### src/rtl/pwrcs_pkg.sv
package pwrcs_pkg;

    // Register field widths
    localparam int unsigned CODE_W  = 13;
    localparam int unsigned TICK_W  = 8;
    localparam int unsigned INDEX_W = 4;
    localparam int unsigned PHASE_W = 3;
    localparam int unsigned CFG_A_W = 2;

    typedef logic [CODE_W-1:0]  code_t;
    typedef logic [TICK_W-1:0]  tick_t;
    typedef logic [INDEX_W-1:0] index_t;
    typedef logic [PHASE_W-1:0] phase_t;
    typedef logic [CFG_A_W-1:0] cfg_addr_t;

    // Register indexes
    localparam cfg_addr_t REG_DEVICE_CODE    = 2'd0;
    localparam cfg_addr_t REG_PREAMBLE_TICKS = 2'd1;
    localparam cfg_addr_t REG_GAP_TICKS      = 2'd2;
    localparam cfg_addr_t REG_SETTLE_TICKS   = 2'd3;

    // Register reset values
    localparam code_t RST_DEVICE_CODE    = 13'd2730;
    localparam tick_t RST_PREAMBLE_TICKS = 8'd80;
    localparam tick_t RST_GAP_TICKS      = 8'd80;
    localparam tick_t RST_SETTLE_TICKS   = 8'd167;

    // Sequence phases
    localparam phase_t PH_IDLE       = 3'd0;
    localparam phase_t PH_SETTLE_ON  = 3'd1;
    localparam phase_t PH_PREAMBLE   = 3'd2;
    localparam phase_t PH_GAP        = 3'd3;
    localparam phase_t PH_BIT        = 3'd4;
    localparam phase_t PH_SETTLE_OFF = 3'd5;

    // One code bit lasts six units
    localparam tick_t BIT_TICKS = 8'd6;

    // A length written as zero counts as one unit
    function automatic tick_t span(input tick_t v);
        span = (v == '0) ? tick_t'(1) : v;
    endfunction

endpackage

### src/rtl/pulse_width_remote_code_sender.sv
// Channel   Direction  Handshake           Payload
// s_        in         s_valid / s_ready   s_button_held (one 300 us unit)
// m_        out        m_valid / m_ready   m_rf_level, m_rf_enable, m_busy_res
// cfg_      in         cfg_we              cfg_index, cfg_wdata
//
// One result per request, registered in the cycle after it is accepted; a request is
// taken every cycle while the result register is empty or being drained.
// The phase, unit counter and bit index advance only on an accepted request.
// Reset (aresetn, synchronous, low) returns to idle with registers at defaults.
// A stalled result holds in the output register and holds off s_ready.
module pulse_width_remote_code_sender #(
    parameter int unsigned CODE_BITS = 13
) (
    input  logic                 aclk,
    input  logic                 aresetn,
    input  logic                 s_valid,
    output logic                 s_ready,
    input  logic                 s_button_held,
    output logic                 m_valid,
    input  logic                 m_ready,
    output logic                 m_rf_level,
    output logic                 m_rf_enable,
    output logic                 m_busy_res,
    input  logic                 cfg_we,
    input  pwrcs_pkg::cfg_addr_t cfg_index,
    input  pwrcs_pkg::code_t     cfg_wdata
);
    import pwrcs_pkg::*;

    localparam index_t LAST_BIT = index_t'(CODE_BITS - 1);

    code_t  device_code_reg;
    tick_t  preamble_ticks_reg;
    tick_t  gap_ticks_reg;
    tick_t  settle_ticks_reg;

    phase_t phase_reg, phase_next;
    tick_t  unit_count_reg, unit_count_next;
    index_t bit_index_reg, bit_index_next;

    logic   m_valid_reg;
    logic   rf_level_reg, rf_enable_reg, busy_res_reg;
    logic   lvl, en, busy;
    logic   s_accept;

    phase_t     cur_phase;
    tick_t      cur_count;
    index_t     cur_index;
    tick_t      count_inc;
    tick_t      len;
    logic       done;
    logic [15:0] code_ext;
    logic       code_bit;

    assign s_ready  = !m_valid_reg || m_ready;
    assign s_accept = s_valid && s_ready;

    // Configuration writes
    always_ff @(posedge aclk) begin
        if (!aresetn) begin
            device_code_reg    <= RST_DEVICE_CODE;
            preamble_ticks_reg <= RST_PREAMBLE_TICKS;
            gap_ticks_reg      <= RST_GAP_TICKS;
            settle_ticks_reg   <= RST_SETTLE_TICKS;
        end else if (cfg_we) begin
            case (cfg_index)
                REG_DEVICE_CODE:    device_code_reg    <= cfg_wdata;
                REG_PREAMBLE_TICKS: preamble_ticks_reg <= cfg_wdata[TICK_W-1:0];
                REG_GAP_TICKS:      gap_ticks_reg      <= cfg_wdata[TICK_W-1:0];
                REG_SETTLE_TICKS:   settle_ticks_reg   <= cfg_wdata[TICK_W-1:0];
                default: ;
            endcase
        end
    end

    // Sequence step for one unit
    always_comb begin
        cur_phase = phase_reg;
        cur_count = unit_count_reg;
        cur_index = bit_index_reg;
        lvl       = 1'b0;
        en        = 1'b0;
        busy      = 1'b0;

        // drop unused codes to idle, start on a press
        case (phase_reg)
            PH_SETTLE_ON, PH_PREAMBLE, PH_GAP, PH_BIT, PH_SETTLE_OFF: ;
            default: begin
                cur_phase = PH_IDLE;
                if (s_button_held) begin
                    cur_phase = PH_SETTLE_ON;
                    cur_count = '0;
                    cur_index = '0;
                end
            end
        endcase

        case (cur_phase)
            PH_SETTLE_ON:  len = settle_ticks_reg;
            PH_PREAMBLE:   len = preamble_ticks_reg;
            PH_GAP:        len = gap_ticks_reg;
            PH_BIT:        len = BIT_TICKS;
            PH_SETTLE_OFF: len = settle_ticks_reg;
            default:       len = BIT_TICKS;
        endcase

        count_inc = cur_count + tick_t'(1);
        done      = (count_inc >= span(len));

        code_ext = 16'(device_code_reg);
        code_bit = code_ext[cur_index];

        phase_next      = cur_phase;
        unit_count_next = done ? '0 : count_inc;
        bit_index_next  = cur_index;

        case (cur_phase)
            PH_SETTLE_ON: begin
                en   = 1'b1;
                busy = 1'b1;
                if (done) phase_next = PH_PREAMBLE;
            end
            PH_PREAMBLE: begin
                lvl  = 1'b1;
                en   = 1'b1;
                busy = 1'b1;
                if (done) phase_next = s_button_held ? PH_GAP : PH_SETTLE_OFF;
            end
            PH_GAP: begin
                en   = 1'b1;
                busy = 1'b1;
                if (done) begin
                    phase_next     = PH_BIT;
                    bit_index_next = '0;
                end
            end
            PH_BIT: begin
                en   = 1'b1;
                busy = 1'b1;
                if (code_bit) lvl = (cur_count >= 8'd1) && (cur_count <= 8'd4);
                else          lvl = (cur_count == 8'd3) || (cur_count == 8'd4);
                if (done) begin
                    if (cur_index >= LAST_BIT) begin
                        bit_index_next = '0;
                        phase_next     = s_button_held ? PH_GAP : PH_SETTLE_OFF;
                    end else begin
                        bit_index_next = cur_index + index_t'(1);
                    end
                end
            end
            PH_SETTLE_OFF: begin
                busy = 1'b1;
                if (done) phase_next = PH_IDLE;
            end
            default: begin
                unit_count_next = cur_count;
            end
        endcase
    end

    // Advance sequence state on each accepted request
    always_ff @(posedge aclk) begin
        if (!aresetn) begin
            phase_reg      <= PH_IDLE;
            unit_count_reg <= '0;
            bit_index_reg  <= '0;
        end else if (s_accept) begin
            phase_reg      <= phase_next;
            unit_count_reg <= unit_count_next;
            bit_index_reg  <= bit_index_next;
        end
    end

    // Hold the result until taken
    always_ff @(posedge aclk) begin
        if (!aresetn) begin
            m_valid_reg <= 1'b0;
        end else begin
            m_valid_reg <= s_accept || (m_valid_reg && !m_ready);
        end
    end

    always_ff @(posedge aclk) begin
        if (s_accept) begin
            rf_level_reg  <= lvl;
            rf_enable_reg <= en;
            busy_res_reg  <= busy;
        end
    end

    assign m_valid     = m_valid_reg;
    assign m_rf_level  = rf_level_reg;
    assign m_rf_enable = rf_enable_reg;
    assign m_busy_res  = busy_res_reg;

`ifndef NO_ASSERTIONS
    a_level_needs_enable: assert property (@(posedge aclk) disable iff (!aresetn)
        (m_valid_reg && rf_level_reg) |-> rf_enable_reg)
        else $error("carrier keyed while transmitter unpowered");

    a_enable_needs_busy: assert property (@(posedge aclk) disable iff (!aresetn)
        (m_valid_reg && rf_enable_reg) |-> busy_res_reg)
        else $error("transmitter powered outside a send sequence");

    a_idle_count_clear: assert property (@(posedge aclk) disable iff (!aresetn)
        (phase_reg == PH_IDLE) |-> (unit_count_reg == '0))
        else $error("unit counter not cleared in idle");

    a_bit_index_range: assert property (@(posedge aclk) disable iff (!aresetn)
        bit_index_reg <= LAST_BIT)
        else $error("bit index beyond code length");
`endif

endmodule

### config.mk
export PLATFORM = sky130hd
export DESIGN_NAME = pulse_width_remote_code_sender
export DESIGN_NICKNAME = d
export VERILOG_FILES = /design/src/rtl/pwrcs_pkg.sv /design/src/rtl/pulse_width_remote_code_sender.sv
export SDC_FILE = /design/constraint.sdc
export NUM_CORES = 1
export LEC_CHECK = 0
export ABC_AREA = 1
export BUFFER_PORTS_ARGS = -buffer_cell sky130_fd_sc_hd__buf_2
export CAP_MARGIN = 20
export CORE_MARGIN = 4
export CORE_UTILIZATION = 46
export CTS_CLUSTER_DIAMETER = 40
export CTS_CLUSTER_SIZE = 24
export DETAILED_ROUTE_END_ITERATION = 16
export GPL_ROUTABILITY_DRIVEN = 0
export PLACE_DENSITY_LB_ADDON = 0.12
export SLEW_MARGIN = 20
export SYNTH_ARGS = -nofsm -noshare
export SYNTH_HDL_FRONTEND = slang
export SYNTH_SLANG_ARGS = --single-unit
export TNS_END_PERCENT = 1
### constraint.sdc
create_clock -name aclk -period 8.5 [get_ports aclk]
set_clock_uncertainty 0.15 [all_clocks]
set_input_delay 1.275 -clock aclk [delete_from_list [all_inputs] [get_ports aclk]]
set_output_delay 1.275 -clock aclk [all_outputs]
set_load 0.005 [all_outputs]
==> summary.md <==
| Metric | Value |
|---|---|
| Layout area overhead | `8.88%` |
| CP Cell Sequence | `buf_2 > inv_2 > a21oi_1 > nand2_2 > nand2_1 > inv_1 > ha_1 > nand3_1 > nor2_1 > nand4_1 > nand2_1 > inv_1 > ha_1 > inv_1 > nor3_1 > nor3_1 > nand2_1 > nand2_1 > nand2_1 > nand3_1 > o211ai_1 > inv_1` |
| Leak Pwr | `1.69 nW` |
| WS Path Type | `input pin to register` |
| Final setup viols | `0` |
| Setup Fix Bufs, Post-CTS | `0` |
| CTS H-tree lvls | `2` |
| Gate Count Post-Synth | `479` |
| Placed cell areas | `3420 um^2` |
| Clock-pin slew on the worst setup and hold paths | `0.11 ns` |
| Netlist cell types | `34` |
| Max incr delay on CP | `0.39 ns` |
| CTS buffer count | `5` |
| Fin cells | `598` |
| DP Cell Count | `590` |
| Die Wd | `91.8 um` |
| Worst path most repeated cell | `nand2_1` |
| Tightest Hold Check Type | `register to register` |
| Share of layout cells above drive strength 1 | `12.0%` |
| Worst-margin pin slew | `0.787 ns` |
| TritonCTS clock tree | `done` |
| Initial drt markers | `148` |
| F_max | `221 MHz` |
| Worst VDD drop | `0.0829 mV` |
| Core box area | `6790 um^2` |
| Tcrit/Tclk final | `53.2%` |
| Initial Util | `47.5%` |
| Clk root buf | `clkbuf_8` |
| Total number of vias | `3039` |
| DP Wirelength | `5630 um` |
| Final Cell Area | `3510 um^2` |
| DRC Markers | `0` |
| Final min period | `4.52 ns` |
| Crit start category | `input pin` |
| RSZ-0062 raised after global routing | `no` |
| Port bufs | `25` |
| Initial antenna violation count | `0` |
| Worst rel slew slack | `47.5%` |
| Max FFs per register | `13` |
| Cell taking the most area after synthesis | `dfxtp_1` |
| Setup WS post-layout | `3.98 ns` |
| IO Pins | `26` |
| Clock Tree Buf Depth | `2` |
| Clock latency on the worst-skew pair | `0.32 ns` |
| Largest cells by area after synthesis | `dfxtp_1 (33%), nand2_1 (13%), nand3_1 (8.1%)` |
| Worst path required time | `8.57 ns` |
| DIE AREA | `8420 um^2` |
| Setup TNS | `0 ns` |
| Largest net degree at the start of global routing | `48` |
| Post-CTS sizing | `0` |
| Critical Path Sink Type | `register` |
| Final wirelength | `7850 um` |
| Fin. Hold Viols | `0` |
| Peak fanout along the critical path | `21` |
| Via/cell ratio | `5.08` |
| Sink Count | `56` |
| Status | `complete, no violations` |
| Fillers | `715` |
| Register area share after synthesis | `35.7%` |
| Highest-delay cell along the critical path | `nand2_2` |
| Maxcap violations | `0` |
| Nets | `535` |
| Setup WS pre-CTS | `3.68 ns` |
| PD cells | `186 nW/um^2` |
| Hold Slack | `0.308 ns` |
| Mean Syn Cell Area | `6.74 um^2` |
| Crit path DAT | `4.59 ns` |
| DRT antenna net count | `0` |
| Grt ovf | `0` |
| Share of the synthesized area in the top cell type | `32.9%` |
| Area of the mapped netlist | `3230 um^2` |
| Syn_nets | `513` |
| Die Ht | `91.8 um` |
| Yosys reg bits | `56` |
| Drt wl/cell | `13.1 um` |
| First-pass GRT wire length | `13700 um` |
| Drt pass-1 iters | `5` |
| Vias in the first global route | `2911` |
| Overall routing resource usage | `19.7%` |
| Hold Buf Count CTS | `0` |
| Max-slew violation count | `0` |
| N_diodes | `0` |
| Synth warnings | `0` |
| Row count | `30` |
-- layout make-up --
class | count | area [um^2] | area share, %
multi-input cells | 352 | 1790 | 50.8
flip-flops and latches | 56 | 1150 | 32.8
inverters | 58 | 218 | 6.20
repair buffers | 28 | 148 | 4.20
well taps | 96 | 120 | 3.42
clock buffers | 5 | 68.8 | 1.96
clock inverters | 3 | 22.5 | 0.641
-- placed cells by master (no fill, tap or decap), types with 4 or more instances in the layout --
cell / n
buf_2: 25
nand4_1: 5
nor3_1: 5
nand2_1: 116
nand3_1: 52
nor2_1: 51
ha_1: 13
inv_1: 56
dfxtp_1: 53
o211ai_1: 4
o21ai_0: 42
clkbuf_8: 5
nand2_2: 6
a31oi_1: 8
a21oi_1: 23
-- cell usage after synthesis, drive strengths merged --
master	instances
xor2	3
o21bai	2
and2	1
dfxtp	53
nor3	7
buf	3
o21ai	46
nand3b	1
inv	57
nand4	5
clkinv	1
nor2	56
edfxtp	3
o211ai	4
nand2	125
o2111ai	1
ha	13
clkbuf	10
nand3	54
o22ai	1
a31oi	8
a21oi	25
-- worst max-delay path: cells and delay by family --
kind            cells  cell delay, ns
buf+inv             6            0.57
fa+ha+maj           2            0.47
simple gates       12            2.09
compound gates      2            0.17
-- layer usage --
metal	up-vias	routed length (um)	global-route usage (%)
li1	1609	-	-
met1	1352	3830	27.0
met2	69	3560	32.5
met3	9	368	3.04
met4	0	85	4.95
met5	-	0	0
-- kinds of logic after synthesis --
logic type	count (synthesis)	synth area share, %
adders and majority gates	13	5.04
buffers and inverters	71	9.00
and+or+nand+nor	249	34.4
xor gates and xnor gates	3	0.814
AOI/OAI and AO/OA	87	15.1
DFF	56	35.7
-- where the power goes --
group          leakage, nW  switching [mW]  internal (mW)
clock network       0.0485          0.0955         0.0594
logic                 1.18           0.135         0.0646
registers            0.464          0.0145          0.284
-- per-stage QoR --
stage	util [%]	total power, mW
2_1_floorplan	-	0.456
3_3_place_gp	50.4	0.500
3_5_place_dp	50.4	0.503
4_1_cts	51.7	0.659
5_1_grt	51.7	0.705
6_report	51.7	0.652
-- final timing paths --
check                                                endpoint                           from  cells after the start  slack, ns
worst max-delay path            bit_index_reg[2]$_SDFFE_PN0P_                  s_button_held                     22       3.98
worst min-delay path            gap_ticks_reg[7]$_SDFFE_PN0P_  gap_ticks_reg[7]$_SDFFE_PN0P_                      2       0.31
worst max register to register  bit_index_reg[2]$_SDFFE_PN0P_      phase_reg[0]$_SDFFE_PN0P_                     20       4.63
worst min register to register  gap_ticks_reg[7]$_SDFFE_PN0P_  gap_ticks_reg[7]$_SDFFE_PN0P_                      2       0.31
No activity file was read; power rests on OpenSTA's default activity.
